## src/hw/rtl/bvp_pkg.sv

```systemverilog
// Shared constants and types for the battery voltage to percent estimator.
package bvp_pkg;

  localparam int SAMPLE_W = 12;
  localparam int SUM_W = 20;
  localparam int COUNT_W = 8;
  localparam int GAIN_W = 16;
  localparam int VOLT_W = 13;
  localparam int PCT_W = 7;
  localparam int CFG_IDX_W = 2;

  localparam int MAX_BURST = 255;
  localparam int CURVE_POINTS = 9;
  localparam int POINT_W = $clog2(CURVE_POINTS);
  localparam int SEG_W = $clog2(CURVE_POINTS - 1);

  localparam int MUL_A_W = SUM_W;
  localparam int MUL_B_W = GAIN_W;
  localparam int PROD_W = MUL_A_W + MUL_B_W;
  localparam int HALF_W = PROD_W / 2;
  localparam int PART_W = HALF_W + GAIN_W;
  localparam int FULL_W = PROD_W + GAIN_W;
  localparam int FRAC_SHIFT = 24;
  localparam int QUOT_W = FULL_W - FRAC_SHIFT;
  localparam int DIVISOR_W = 9;
  localparam int REM_W = DIVISOR_W;
  localparam int STEP_W = $clog2(QUOT_W);
  localparam int INTERP_W = 13;
  localparam int TERM_USED_W = INTERP_W - 1;

  localparam logic [STEP_W-1:0] MV_DIV_LAST = STEP_W'(QUOT_W - 1);
  localparam logic [STEP_W-1:0] PCT_DIV_LAST = STEP_W'(INTERP_W - 1);

  localparam logic [VOLT_W-1:0] MV_LOW = 13'd2900;
  localparam logic [VOLT_W-1:0] MV_HIGH = 13'd4350;
  localparam logic [PCT_W-1:0] PCT_FULL = 7'd100;

  localparam logic [COUNT_W-1:0] SAMPLE_COUNT_RST = 8'd16;
  localparam logic [GAIN_W-1:0] DIVIDER_GAIN_RST = 16'd8192;
  localparam logic [GAIN_W-1:0] CALIBRATION_GAIN_RST = 16'd4096;

  localparam logic [CFG_IDX_W-1:0] REG_SAMPLE_COUNT = 2'd0;
  localparam logic [CFG_IDX_W-1:0] REG_DIVIDER_GAIN = 2'd1;
  localparam logic [CFG_IDX_W-1:0] REG_CALIBRATION_GAIN = 2'd2;

  localparam logic [VOLT_W-1:0] CURVE_MV [CURVE_POINTS] = '{
    13'd4200, 13'd4100, 13'd4000, 13'd3900, 13'd3800,
    13'd3700, 13'd3600, 13'd3450, 13'd3300
  };
  localparam logic [PCT_W-1:0] CURVE_PCT [CURVE_POINTS] = '{
    7'd100, 7'd90, 7'd80, 7'd65, 7'd50, 7'd30, 7'd15, 7'd5, 7'd0
  };

  typedef enum logic [11:0] {
    ST_IDLE    = 12'b0000_0000_0001,
    ST_MUL0    = 12'b0000_0000_0010,
    ST_MUL1    = 12'b0000_0000_0100,
    ST_MUL2    = 12'b0000_0000_1000,
    ST_ADD     = 12'b0000_0001_0000,
    ST_DIV_MV  = 12'b0000_0010_0000,
    ST_CHECK   = 12'b0000_0100_0000,
    ST_MUL3    = 12'b0000_1000_0000,
    ST_LOAD    = 12'b0001_0000_0000,
    ST_DIV_PCT = 12'b0010_0000_0000,
    ST_PCT     = 12'b0100_0000_0000,
    ST_DONE    = 12'b1000_0000_0000
  } state_t;

endpackage

```

## src/hw/rtl/battery_voltage_to_percent.sv

```systemverilog
// Top level: burst averaging of ADC samples and LiPo state-of-charge lookup.
// A sample word that does not end a burst is taken with no result.
// A burst-ending word gives its result word by way of the states MUL0 to DONE, through the
// 28-step and 13-step passes of the shared restoring divider; the second pass is skipped
// when the voltage is off range or at a curve end, and with no valid sample it goes to DONE.
// Synchronous reset restores the register defaults and clears all burst and held values.
module battery_voltage_to_percent (
  input  logic        clk,
  input  logic        rst,
  input  logic        s_tvalid,
  output logic        s_tready,
  input  logic [15:0] s_tdata,   // [11:0] adc_millivolts
  output logic        m_tvalid,
  input  logic        m_tready,
  output logic [23:0] m_tdata,   // [12:0] battery_millivolts, [19:13] charge_percent
  output logic [0:0]  m_tuser,   // [0] reading_valid
  input  logic        cfg_valid,
  output logic        cfg_ready,
  input  logic [1:0]  cfg_index,
  input  logic [15:0] cfg_data
);

  bvp_pkg::state_t state;

  logic [bvp_pkg::COUNT_W-1:0] sample_count;
  logic [bvp_pkg::GAIN_W-1:0] divider_gain;
  logic [bvp_pkg::GAIN_W-1:0] calibration_gain;

  logic [bvp_pkg::SUM_W-1:0] burst_sum;
  logic [bvp_pkg::COUNT_W-1:0] burst_index;
  logic [bvp_pkg::COUNT_W-1:0] good_count;
  logic [bvp_pkg::VOLT_W-1:0] held_millivolts;
  logic [bvp_pkg::PCT_W-1:0] held_percent;

  logic [bvp_pkg::PROD_W-1:0] term;
  logic [bvp_pkg::PART_W-1:0] part_lo;
  logic [bvp_pkg::PART_W-1:0] part_hi;
  logic [bvp_pkg::QUOT_W-1:0] dvd;
  logic [bvp_pkg::DIVISOR_W-1:0] dvs;
  logic [bvp_pkg::REM_W-1:0] rem;
  logic [bvp_pkg::STEP_W-1:0] steps;
  logic [bvp_pkg::VOLT_W-1:0] mv;
  logic [bvp_pkg::PCT_W-1:0] pct;
  logic mv_ok;
  logic [bvp_pkg::SEG_W-1:0] seg;

  logic out_ok;
  logic [bvp_pkg::VOLT_W-1:0] out_mv;
  logic [bvp_pkg::PCT_W-1:0] out_pct;

  logic [bvp_pkg::SAMPLE_W-1:0] sample;
  logic sample_good;
  logic [bvp_pkg::COUNT_W-1:0] count_eff;
  logic [bvp_pkg::COUNT_W-1:0] index_inc;
  logic [bvp_pkg::COUNT_W-1:0] good_inc;
  logic burst_end;

  logic [bvp_pkg::MUL_A_W-1:0] mul_a;
  logic [bvp_pkg::MUL_B_W-1:0] mul_b;
  logic [bvp_pkg::PROD_W-1:0] mul_out;
  logic [bvp_pkg::FULL_W-1:0] full_sum;

  logic [bvp_pkg::REM_W:0] rem_sh;
  logic div_ge;
  logic [bvp_pkg::REM_W-1:0] rem_new;

  logic in_range;
  logic [bvp_pkg::SEG_W-1:0] seg_found;
  logic [bvp_pkg::POINT_W-1:0] hi_pt;
  logic [bvp_pkg::POINT_W-1:0] lo_pt;
  logic [bvp_pkg::VOLT_W-1:0] seg_dv;
  logic [bvp_pkg::INTERP_W-1:0] interp_num;
  logic out_free;

  assign s_tready = (state == bvp_pkg::ST_IDLE);
  assign cfg_ready = 1'b1;
  assign m_tdata = {4'd0, out_pct, out_mv};
  assign m_tuser = out_ok;

  assign sample = s_tdata[bvp_pkg::SAMPLE_W-1:0];
  assign sample_good = (sample != '0);
  assign count_eff = (sample_count == '0) ? bvp_pkg::COUNT_W'(1) : sample_count;
  assign index_inc = burst_index + bvp_pkg::COUNT_W'(1);
  assign good_inc = good_count + bvp_pkg::COUNT_W'(sample_good);
  assign burst_end = (index_inc >= count_eff);
  assign out_free = !m_tvalid || m_tready;

  assign hi_pt = bvp_pkg::POINT_W'(seg);
  assign lo_pt = bvp_pkg::POINT_W'(seg) + bvp_pkg::POINT_W'(1);
  assign seg_dv = bvp_pkg::CURVE_MV[hi_pt] - bvp_pkg::CURVE_MV[lo_pt];
  assign interp_num = {term[bvp_pkg::TERM_USED_W-1:0], 1'b0} + bvp_pkg::INTERP_W'(seg_dv);

  // Shared multiplier operand selection.
  always_comb begin
    case (state)
      bvp_pkg::ST_MUL0: begin
        mul_a = burst_sum;
        mul_b = divider_gain;
      end
      bvp_pkg::ST_MUL1: begin
        mul_a = bvp_pkg::MUL_A_W'(term[bvp_pkg::HALF_W-1:0]);
        mul_b = calibration_gain;
      end
      bvp_pkg::ST_MUL2: begin
        mul_a = bvp_pkg::MUL_A_W'(term[bvp_pkg::PROD_W-1:bvp_pkg::HALF_W]);
        mul_b = calibration_gain;
      end
      bvp_pkg::ST_MUL3: begin
        mul_a = bvp_pkg::MUL_A_W'(mv - bvp_pkg::CURVE_MV[lo_pt]);
        mul_b = bvp_pkg::MUL_B_W'(bvp_pkg::CURVE_PCT[hi_pt] - bvp_pkg::CURVE_PCT[lo_pt]);
      end
      default: begin
        mul_a = '0;
        mul_b = '0;
      end
    endcase
  end

  assign mul_out = mul_a * mul_b;
  assign full_sum = {part_hi, {bvp_pkg::HALF_W{1'b0}}} + bvp_pkg::FULL_W'(part_lo);

  // One restoring division step.
  assign rem_sh = {rem, dvd[bvp_pkg::QUOT_W-1]};
  assign div_ge = (rem_sh >= {1'b0, dvs});
  assign rem_new = div_ge ? bvp_pkg::REM_W'(rem_sh - {1'b0, dvs})
                          : rem_sh[bvp_pkg::REM_W-1:0];

  assign in_range = (dvd >= bvp_pkg::QUOT_W'(bvp_pkg::MV_LOW)) &&
                    (dvd <= bvp_pkg::QUOT_W'(bvp_pkg::MV_HIGH));

  // The first curve segment whose lower point lies at or below the voltage.
  always_comb begin
    seg_found = '0;
    for (int i = bvp_pkg::CURVE_POINTS - 2; i >= 0; i--) begin
      if (dvd[bvp_pkg::VOLT_W-1:0] >= bvp_pkg::CURVE_MV[i+1]) begin
        seg_found = bvp_pkg::SEG_W'(i);
      end
    end
  end

  always_ff @(posedge clk) begin
    if (rst) begin
      state <= bvp_pkg::ST_IDLE;
      sample_count <= bvp_pkg::SAMPLE_COUNT_RST;
      divider_gain <= bvp_pkg::DIVIDER_GAIN_RST;
      calibration_gain <= bvp_pkg::CALIBRATION_GAIN_RST;
      burst_sum <= '0;
      burst_index <= '0;
      good_count <= '0;
      held_millivolts <= '0;
      held_percent <= '0;
      m_tvalid <= 1'b0;
    end else begin
      if (cfg_valid && cfg_ready) begin
        case (cfg_index)
          bvp_pkg::REG_SAMPLE_COUNT: sample_count <= cfg_data[bvp_pkg::COUNT_W-1:0];
          bvp_pkg::REG_DIVIDER_GAIN: divider_gain <= cfg_data;
          bvp_pkg::REG_CALIBRATION_GAIN: calibration_gain <= cfg_data;
          default: ;
        endcase
      end

      if (state == bvp_pkg::ST_DONE && out_free) begin
        m_tvalid <= 1'b1;
      end else if (m_tready) begin
        m_tvalid <= 1'b0;
      end

      case (state)
        bvp_pkg::ST_IDLE: begin
          if (s_tvalid) begin
            if (sample_good) begin
              burst_sum <= burst_sum + bvp_pkg::SUM_W'(sample);
            end
            good_count <= good_inc;
            burst_index <= index_inc;
            if (burst_end) begin
              mv_ok <= 1'b0;
              state <= (good_inc != '0) ? bvp_pkg::ST_MUL0 : bvp_pkg::ST_DONE;
            end
          end
        end
        bvp_pkg::ST_MUL0: begin
          term <= mul_out;
          state <= bvp_pkg::ST_MUL1;
        end
        bvp_pkg::ST_MUL1: begin
          part_lo <= mul_out[bvp_pkg::PART_W-1:0];
          state <= bvp_pkg::ST_MUL2;
        end
        bvp_pkg::ST_MUL2: begin
          part_hi <= mul_out[bvp_pkg::PART_W-1:0];
          state <= bvp_pkg::ST_ADD;
        end
        bvp_pkg::ST_ADD: begin
          dvd <= full_sum[bvp_pkg::FULL_W-1:bvp_pkg::FRAC_SHIFT];
          dvs <= bvp_pkg::DIVISOR_W'(good_count);
          rem <= '0;
          steps <= bvp_pkg::MV_DIV_LAST;
          state <= bvp_pkg::ST_DIV_MV;
        end
        bvp_pkg::ST_DIV_MV, bvp_pkg::ST_DIV_PCT: begin
          dvd <= {dvd[bvp_pkg::QUOT_W-2:0], div_ge};
          rem <= rem_new;
          steps <= steps - bvp_pkg::STEP_W'(1);
          if (steps == '0) begin
            state <= (state == bvp_pkg::ST_DIV_MV) ? bvp_pkg::ST_CHECK : bvp_pkg::ST_PCT;
          end
        end
        bvp_pkg::ST_CHECK: begin
          mv <= dvd[bvp_pkg::VOLT_W-1:0];
          seg <= seg_found;
          mv_ok <= in_range;
          if (!in_range) begin
            state <= bvp_pkg::ST_DONE;
          end else if (dvd >= bvp_pkg::QUOT_W'(bvp_pkg::CURVE_MV[0])) begin
            pct <= bvp_pkg::CURVE_PCT[0];
            state <= bvp_pkg::ST_DONE;
          end else if (dvd <= bvp_pkg::QUOT_W'(bvp_pkg::CURVE_MV[bvp_pkg::CURVE_POINTS-1]))
          begin
            pct <= bvp_pkg::CURVE_PCT[bvp_pkg::CURVE_POINTS-1];
            state <= bvp_pkg::ST_DONE;
          end else begin
            state <= bvp_pkg::ST_MUL3;
          end
        end
        bvp_pkg::ST_MUL3: begin
          term <= mul_out;
          state <= bvp_pkg::ST_LOAD;
        end
        bvp_pkg::ST_LOAD: begin
          dvd <= {interp_num, {(bvp_pkg::QUOT_W - bvp_pkg::INTERP_W){1'b0}}};
          dvs <= bvp_pkg::DIVISOR_W'({seg_dv, 1'b0});
          rem <= '0;
          steps <= bvp_pkg::PCT_DIV_LAST;
          state <= bvp_pkg::ST_DIV_PCT;
        end
        bvp_pkg::ST_PCT: begin
          pct <= bvp_pkg::CURVE_PCT[lo_pt] + dvd[bvp_pkg::PCT_W-1:0];
          state <= bvp_pkg::ST_DONE;
        end
        bvp_pkg::ST_DONE: begin
          if (out_free) begin
            out_ok <= mv_ok;
            out_mv <= mv_ok ? mv : held_millivolts;
            out_pct <= mv_ok ? pct : held_percent;
            if (mv_ok) begin
              held_millivolts <= mv;
              held_percent <= pct;
            end
            burst_sum <= '0;
            burst_index <= '0;
            good_count <= '0;
            state <= bvp_pkg::ST_IDLE;
          end
        end
        default: begin
          state <= bvp_pkg::ST_IDLE;
        end
      endcase
    end
  end

`ifndef ASSERT_OFF
  a_valid_in_range: assert property (@(posedge clk) disable iff (rst)
    (m_tvalid && m_tuser[0]) |->
      (out_mv >= bvp_pkg::MV_LOW && out_mv <= bvp_pkg::MV_HIGH))
    else $error("valid reading outside the accepted voltage range");

  a_pct_bound: assert property (@(posedge clk) disable iff (rst)
    m_tvalid |-> (out_pct <= bvp_pkg::PCT_FULL))
    else $error("charge percent above full");

  a_hold_on_invalid: assert property (@(posedge clk) disable iff (rst)
    (state == bvp_pkg::ST_DONE && out_free && !mv_ok) |=>
      (held_millivolts == $past(held_millivolts) && m_tdata[12:0] == held_millivolts))
    else $error("held voltage changed on an invalid reading");

  a_rem_bound: assert property (@(posedge clk) disable iff (rst)
    (state == bvp_pkg::ST_DIV_MV || state == bvp_pkg::ST_DIV_PCT) |-> (rem < dvs))
    else $error("divider remainder not below divisor");

  a_busy_not_ready: assert property (@(posedge clk) disable iff (rst)
    $rose(m_tvalid) |-> ($past(state) == bvp_pkg::ST_DONE))
    else $error("result word raised outside the output step");
`endif

endmodule

```

## config.mk

```make
export PLATFORM = sky130hd
export DESIGN_NAME = battery_voltage_to_percent
export DESIGN_NICKNAME = d
export VERILOG_FILES = /design/src/hw/rtl/bvp_pkg.sv /design/src/hw/rtl/battery_voltage_to_percent.sv
export SDC_FILE = /design/constraint.sdc
export NUM_CORES = 2
export LEC_CHECK = 0
export ABC_AREA = 1
export ABC_CLOCK_PERIOD_IN_PS = 10600
export BUFFER_PORTS_ARGS = -buffer_cell sky130_fd_sc_hd__buf_2
export CORE_MARGIN = 10
export CORE_UTILIZATION = 50
export DETAILED_ROUTE_END_ITERATION = 12
export PLACE_DENSITY = 0.74
export SLEW_MARGIN = 20
export SYNTH_ARGS = -nofsm -noshare
export SYNTH_HDL_FRONTEND = slang
export SYNTH_SLANG_ARGS = --single-unit
export TNS_END_PERCENT = 1
```

## constraint.sdc

```tcl
create_clock -name clk -period 10.6 [get_ports clk]
set_clock_uncertainty 0.2 [all_clocks]
set_input_delay 2.65 -clock clk [delete_from_list [all_inputs] [get_ports clk]]
set_output_delay 2.65 -clock clk [all_outputs]
set_load 0.005 [all_outputs]
```

* Yosys cells after proc, flatten, opt, wreduce, memory -nomap -nowiden *
Memories as Yosys holds them, arrays and structs flattened.
Index checks and enable logic that the tools add are counted.

storage, ports and cells
  latch bits = 0
  memories kept = 4
  output and inout bits = 28
  memory bits (writable) = 0
  memory bits (read-only) = 640
  bits of input ports = 39
  flip-flop bits (word level) = 309

memories
  name              depth  width  read ports  clocked after Yosys merged registers in  write ports  RTL line                           text
  (name not given)  16     13     1           0                                        0            battery_voltage_to_percent.sv:109  mul_a = bvp_pkg::MUL_A_W'(mv - bvp_pkg::CURVE_MV[lo_pt]);
  (name not given)  16     13     1           0                                        0            battery_voltage_to_percent.sv:90   assign seg_dv = bvp_pkg::CURVE_MV[hi_pt] - bvp_pkg::CURVE_MV[lo_pt];
  (name not given)  16     7      1           0                                        0            battery_voltage_to_percent.sv:239  pct <= bvp_pkg::CURVE_PCT[lo_pt] + dvd[bvp_pkg::PCT_W-1:0];
  (name not given)  16     7      1           0                                        0            battery_voltage_to_percent.sv:110  mul_b = bvp_pkg::MUL_B_W'(bvp_pkg::CURVE_PCT[hi_pt] - bvp_pkg::CURVE_PCT[lo_pt]);

operators by class
  reduce and logical (&&, ||, !) cells = 39
  magnitude comparators = 16
  shift operators = 0
  bitwise operators = 3
  multiplexer cells = 53
  equal/unequal tests = 21
  add/subtract/negate cells = 12
  multipliers = 1
  div/mod/pow operators = 0

operator list
  kind                                                                  number
  case mux 12 bit (11 select lines)                                     1
  2-to-1 mux 12 bit                                                     8
  greater-or-equal comparator 13 x 12 -> 1 bit (second input constant)  7
  case mux 28 bit (3 select lines)                                      1
  case mux 20 bit (4 select lines)                                      1
  2-to-1 mux 13 bit                                                     5
  2-to-1 mux 20 bit                                                     3
  2-to-1 mux 7 bit                                                      8
  adder 52 x 34 -> 52 bit                                               1
  case mux 16 bit (3 select lines)                                      1
  case mux 20 bit (2 select lines)                                      1
  multiplier 20 x 16 -> 36 bit                                          1
  case mux 9 bit (2 select lines)                                       2
  2-to-1 mux 8 bit                                                      4
  case mux 8 bit (2 select lines)                                       2
  greater-or-equal comparator 28 x 12 -> 1 bit (second input constant)  1
  greater-or-equal comparator 28 x 13 -> 1 bit (second input constant)  1
  less-or-equal comparator 28 x 12 -> 1 bit (second input constant)     1
  less-or-equal comparator 28 x 13 -> 1 bit (second input constant)     1
  AND reduction 2 bit                                                   11
  adder 20 x 12 -> 20 bit                                               1
  AND reduction 4 bit                                                   4
  case mux 5 bit (3 select lines)                                       1
  case mux 7 bit (2 select lines)                                       1
  other kinds (53)                                                      77

* Longest topological paths before layout *
  depth after elaboration = 8
  mapped depth = 44

* Least setup slack after synthesis *
Ideal clock, no wire load.

  kind = reg-to-reg
  start point = reg seg[1] (netlist bit)
  end point = reg part_hi[27] (netlist bit) (data pin)
  setup time = 266 ps
  slack = 2560 ps
  cell stages (with the launch flop) = 38
  data arrival time = 7574 ps
  period minus slack after synthesis = 8040 ps
  required time = 10134 ps
  path through = edfxtp_1 > ha_1 > inv_1 > ha_1 > nor2_1 > nor3_1 > fa_1 > nor2_1 > o211ai_1 > nand2_1 > nand3_1 > nand2_1 > or2_2 > nand3_1 > nand2_1 > inv_1 > nor2_1 > fa_1 > [2 not listed] > inv_1 > fa_1 > fa_1 > fa_1 > inv_1 > fa_1 > inv_1 > ha_1 > a21oi_1 > a21boi_0 > nand3_1 > nand2_1 > nand2_1 > nand2_1 > nand2_1 > nand2_1 > nand2_1 > xor2_1

on the way
  longest elaborated chain between the ends = 8

ends and longest elaborated chain
  element                                                                                   RTL line                                                              text
  from (decl)                                                                               battery_voltage_to_percent.sv:45                                      logic [bvp_pkg::SEG_W-1:0] seg;
  from (signal assigned)                                                                    battery_voltage_to_percent.sv:212                                     seg <= seg_found;
  adder 3 x 1 -> 4 bit                                                                      battery_voltage_to_percent.sv:89                                      assign lo_pt = bvp_pkg::POINT_W'(seg) + bvp_pkg::POINT_W'(1);
  NOT 4 -> 5 bit (implied by the code)                                                      battery_voltage_to_percent.sv:109, battery_voltage_to_percent.sv:110
  memory (16 x 13 bit) or memory (16 x 7 bit) (tied branches)                               --
  2-to-1 mux 13 bit (implied by the code) or 2-to-1 mux 7 bit (tied branches) (2 in a row)  --
  subtractor 13 x 13 -> 14 bit or subtractor 7 x 7 -> 8 bit (tied branches)                 battery_voltage_to_percent.sv:109, battery_voltage_to_percent.sv:110
  case mux 20 bit (4 select lines) or case mux 16 bit (3 select lines) (tied branches)      battery_voltage_to_percent.sv:95                                      case (state)
  multiplier 20 x 16 -> 36 bit (*)                                                          battery_voltage_to_percent.sv:119                                     assign mul_out = mul_a * mul_b;
  net mul_out (one bit)                                                                     battery_voltage_to_percent.sv:60                                      logic [bvp_pkg::PROD_W-1:0] mul_out;
  to (signal assigned)                                                                      battery_voltage_to_percent.sv:192                                     part_hi <= mul_out[bvp_pkg::PART_W-1:0];
  to (decl)                                                                                 battery_voltage_to_percent.sv:37                                      logic [bvp_pkg::PART_W-1:0] part_hi;

The timed path passes the listed nets; every way through them passes the cells marked *. The select of a mux whose other input is x is not followed.
A chain may end at the register's enable or synchronous reset.

* Worst setup path in the final report *
  start point = reg seg[1] (netlist bit)
  end point = reg term[19] (netlist bit) (data pin)

on the way
  longest elaborated chain between the ends = 8

ends and longest elaborated chain
  element                                                                                   RTL line                                                              text
  adder 3 x 1 -> 4 bit                                                                      battery_voltage_to_percent.sv:89
  NOT 4 -> 5 bit (implied by the code)                                                      battery_voltage_to_percent.sv:109, battery_voltage_to_percent.sv:110
  memory (16 x 13 bit) or memory (16 x 7 bit) (tied branches)                               --
  2-to-1 mux 13 bit (implied by the code) or 2-to-1 mux 7 bit (tied branches) (2 in a row)  --
  subtractor 13 x 13 -> 14 bit or subtractor 7 x 7 -> 8 bit (tied branches)                 battery_voltage_to_percent.sv:109, battery_voltage_to_percent.sv:110
  case mux 20 bit (4 select lines) or case mux 16 bit (3 select lines) (tied branches)      battery_voltage_to_percent.sv:95
  multiplier 20 x 16 -> 36 bit (*)                                                          battery_voltage_to_percent.sv:119
  net mul_out (one bit)                                                                     battery_voltage_to_percent.sv:60
  to (signal assigned)                                                                      battery_voltage_to_percent.sv:184                                     term <= mul_out;
  to (signal assigned)                                                                      battery_voltage_to_percent.sv:228                                     term <= mul_out;
  to (decl)                                                                                 battery_voltage_to_percent.sv:35                                      logic [bvp_pkg::PROD_W-1:0] term;

Marked as above.

==> flow_metrics.py <==
metrics = {
    "floorplan": {
        "ioPinCount": 67,
        "core.rowCount": 86,
        "dieArea_um2": 65000,
        "start_util_pct": 50.3,
        "die_y_um": 255,
        "die_x_um": 255,
        "coreArea_um2": 54900,
    },
    "synth": {
        "avgSynthCellArea_um2": 8.03,
        "synth_top_area_share_pct": 19.8,
        "ys_async_sr_fraction_pct": 0,
        "synth_cell_types": 58,
        "synth_area_leaders": "edfxtp_1, fa_1, nand2_1",
        "synth_edf_count": 182,
        "yosysSeqAreaShare_pct": 27.7,
        "ys_seq_elements": 291,
        "synth_top_cell_by_area": "edfxtp_1",
        "syn_inst": 3437,
        "yosys_warnings": 0,
        "syn_area_um2": 27600,
        "synthFlopType": "edfxtp_1",
    },
    "clock_network": {
        "cts_max_level": 1,
        "postCtsSetupRepairBufs": 0,
        "hold_buffers": 0,
        "cts_tree": "built",
        "cts_buffers": 31,
        "post_cts_resize_count": 0,
        "clk_path_buf_depth": 3,
        "cts.sinks": 291,
        "clk_latency_ns": 0.60,
        "path_clk_slew_ns": 0.06,
        "root_buffer": "clkbuf_16",
    },
    "pwr": {
        "p_leak_nw": 14.1,
        "peakVddDrop_v": 0.000117,
        "powerDensity_nw_per_um2": 106,
    },
    "placement": {
        "hpwl_mm": 59.9,
        "gp_congestion": 0.977,
        "portBuffers": 57,
        "dpl_worst_slack_ns": 0.930,
    },
    "worst_setup_path": {
        "critPathKind": "reg2reg",
        "crit_path_end_kind": "flop",
        "cp_slowest_cell": "xor2_1",
        "crit_arrival_ns": 10.07,
        "slowest_delay_ns": 0.60,
        "critPathRequiredTime_ns": 10.69,
        "start_kind": "flop",
        "critPathMaxFanout": 9,
        "crit_top_cell": "nand2_1",
    },
    "final_layout": {
        "final_core_util_pct": 54.2,
        "layout-drive-gt1-share_pct": 6.28,
        "diodes": 0,
        "fin_nets": 3986,
        "area_growth_pct": 7.79,
        "layout.cells.most_common_list": "nand2_1, inv_1, a21oi_1",
        "layout_commonest_cell": "nand2_1",
    },
    "route": {
        "drt-wirelength-per-cell_um": 17.7,
        "drt_iter0_markers": 1873,
        "postRouteAntennaNets": 0,
        "route.detailed.drc": 0,
        "wl_mm": 74.4,
        "vias": 22900,
        "viasPerCell": 5.44,
        "first_pass_iters": 6,
    },
    "sta": {
        "worst_slack_ns": 0.625,
        "max_freq_mhz": 100,
        "layout_min_cycle_time_ns": 9.98,
        "drv_slew": 0,
        "slew_headroom_pct": 28.3,
        "rsz0062_at_grt": "no",
        "fin_tns_setup_ns": 0,
        "hold_viol_final": 0,
        "tightest_slew_ns": 1.07,
        "setup_viol": 0,
        "fin_crit_sh_pct": 94.1,
    },
    "grt": {
        "antenna_found_initial": 0,
        "grt_pass1_wl_mm": 120,
        "grtUsageTotal_pct": 23.2,
        "grt_pass1_vias": 22300,
        "overflow": 0,
        "grt_max_degree": 58,
    },
    "worst_hold_path": {
        "worstHoldPathType": "reg2reg",
    },
    "run": {
        "drv_cap": 0,
    },
    "run_status": {
        "status": "completed",
    },
}
## state kept, by name, summed over array words and instances (netlist names), 3 cells and up
signal / flops
out_mv: 13
held_millivolts: 13
term: 36
part_lo: 16
divider_gain: 16
out_pct: 7
good_count: 8
dvs: 9
seg: 3
sample_count: 8
state: 12
part_hi: 34
burst_index: 8
steps: 5
held_percent: 7
rem: 9
mv: 13
calibration_gain: 16
burst_sum: 20
pct: 7
dvd: 28
## metal layers
metal,vias up,GRT usage (%),wire (um)
met5,-,0,0
met4,0,8.47,2750
met3,139,3.69,5610
met2,819,38.6,35300
met1,10800,30.3,30800
li1,11100,-,-
## worst paths after layout
check	from	to	slack, ns	cells past startpoint
worst min register to register	held_percent[1]$_SDFFE_PP0P_	held_percent[1]$_SDFFE_PP0P_	0.25	2
worst max-delay path	seg[1]$_SDFFCE_PP0P_	term[19]$_DFFE_PP_	0.62	37
worst max register to register	seg[1]$_SDFFCE_PP0P_	term[19]$_DFFE_PP_	0.62	37
worst min-delay path	held_percent[1]$_SDFFE_PP0P_	held_percent[1]$_SDFFE_PP0P_	0.25	2
## power breakdown
part / switching, W / internal [W] / total (W) / leakage (nW)
sequential: 0.0000555 / 0.00126 / 0.00132 / 2.55
combinational: 0.000449 / 0.000185 / 0.000634 / 11.0
clock: 0.000476 / 0.000720 / 0.00120 / 0.543
total: 0.000981 / 0.00217 / 0.00315 / 14.1
## worst max-delay path: cells and delay by family (launching register included)
family | cells | cell delay (ns)
and+or+nand+nor | 16 | 2.14
AOI/OAI and AO/OA | 3 | 0.55
xor gates and xnor gates | 1 | 0.60
adders and majority gates | 10 | 4.52
DFF | 1 | 0.57
buffers and inverters | 7 | 1.05
## per-stage QoR
| stage | cell area [um2] | total power (W) | hold slack (ns) | instances |
|---|---|---|---|---|
| floorplan | 27600 | 0.00177 | 0.224 | 3440 |
| global placement | 28600 | 0.00196 | 0.235 | 4147 |
| detailed placement | 28600 | 0.00197 | 0.241 | 4148 |
| CTS | 29700 | 0.00316 | 0.249 | 4206 |
| global route | 29800 | 0.00329 | 0.276 | 4208 |
| finish | 29800 | 0.00315 | 0.246 | 4208 |
## synthesized netlist by cell type (8+ instances only)
library cell,instances
a211oi_1,8
a21o_1,8
a21oi_1,290
a22o_1,11
a22oi_1,12
buf_2,31
buf_4,8
buf_6,11
clkbuf_1,32
dfxtp_1,109
edfxtp_1,182
fa_1,257
ha_1,211
inv_1,630
inv_2,15
nand2_1,752
nand2_2,22
nand3_1,105
nand3b_1,10
nand4_1,38
nor2_1,257
nor3_1,50
nor4_1,9
o211ai_1,12
o21ai_0,188
o21bai_1,13
or2_2,17
xnor2_1,20
xor2_1,50
## layout make-up
| class | instances | area [um2] |
|---|---|---|
| clock buffers | 37 | 841 |
| clock inverters | 21 | 294 |
| fillers | 5116 | 25100 |
| inverters | 648 | 2430 |
| multi-input cells | 2415 | 17100 |
| flip-flops and latches | 291 | 7650 |
| well taps | 704 | 881 |
| repair buffers | 92 | 573 |
## cell families (layout without fill, tap and decap cells)
kind of cell | Yosys count | in the layout | share of synthesized area [%]
AOI/OAI and AO/OA | 585 | 585 | 11.7
xor gates and xnor gates | 70 | 70 | 2.22
adders and majority gates | 468 | 468 | 28.2
buffers and inverters | 734 | 798 | 10.5
DFF | 291 | 291 | 27.7
other | 2 | 5 | 0.0272
and+or+nand+nor | 1287 | 1287 | 19.6
No activity file was read; power rests on OpenSTA's default activity.
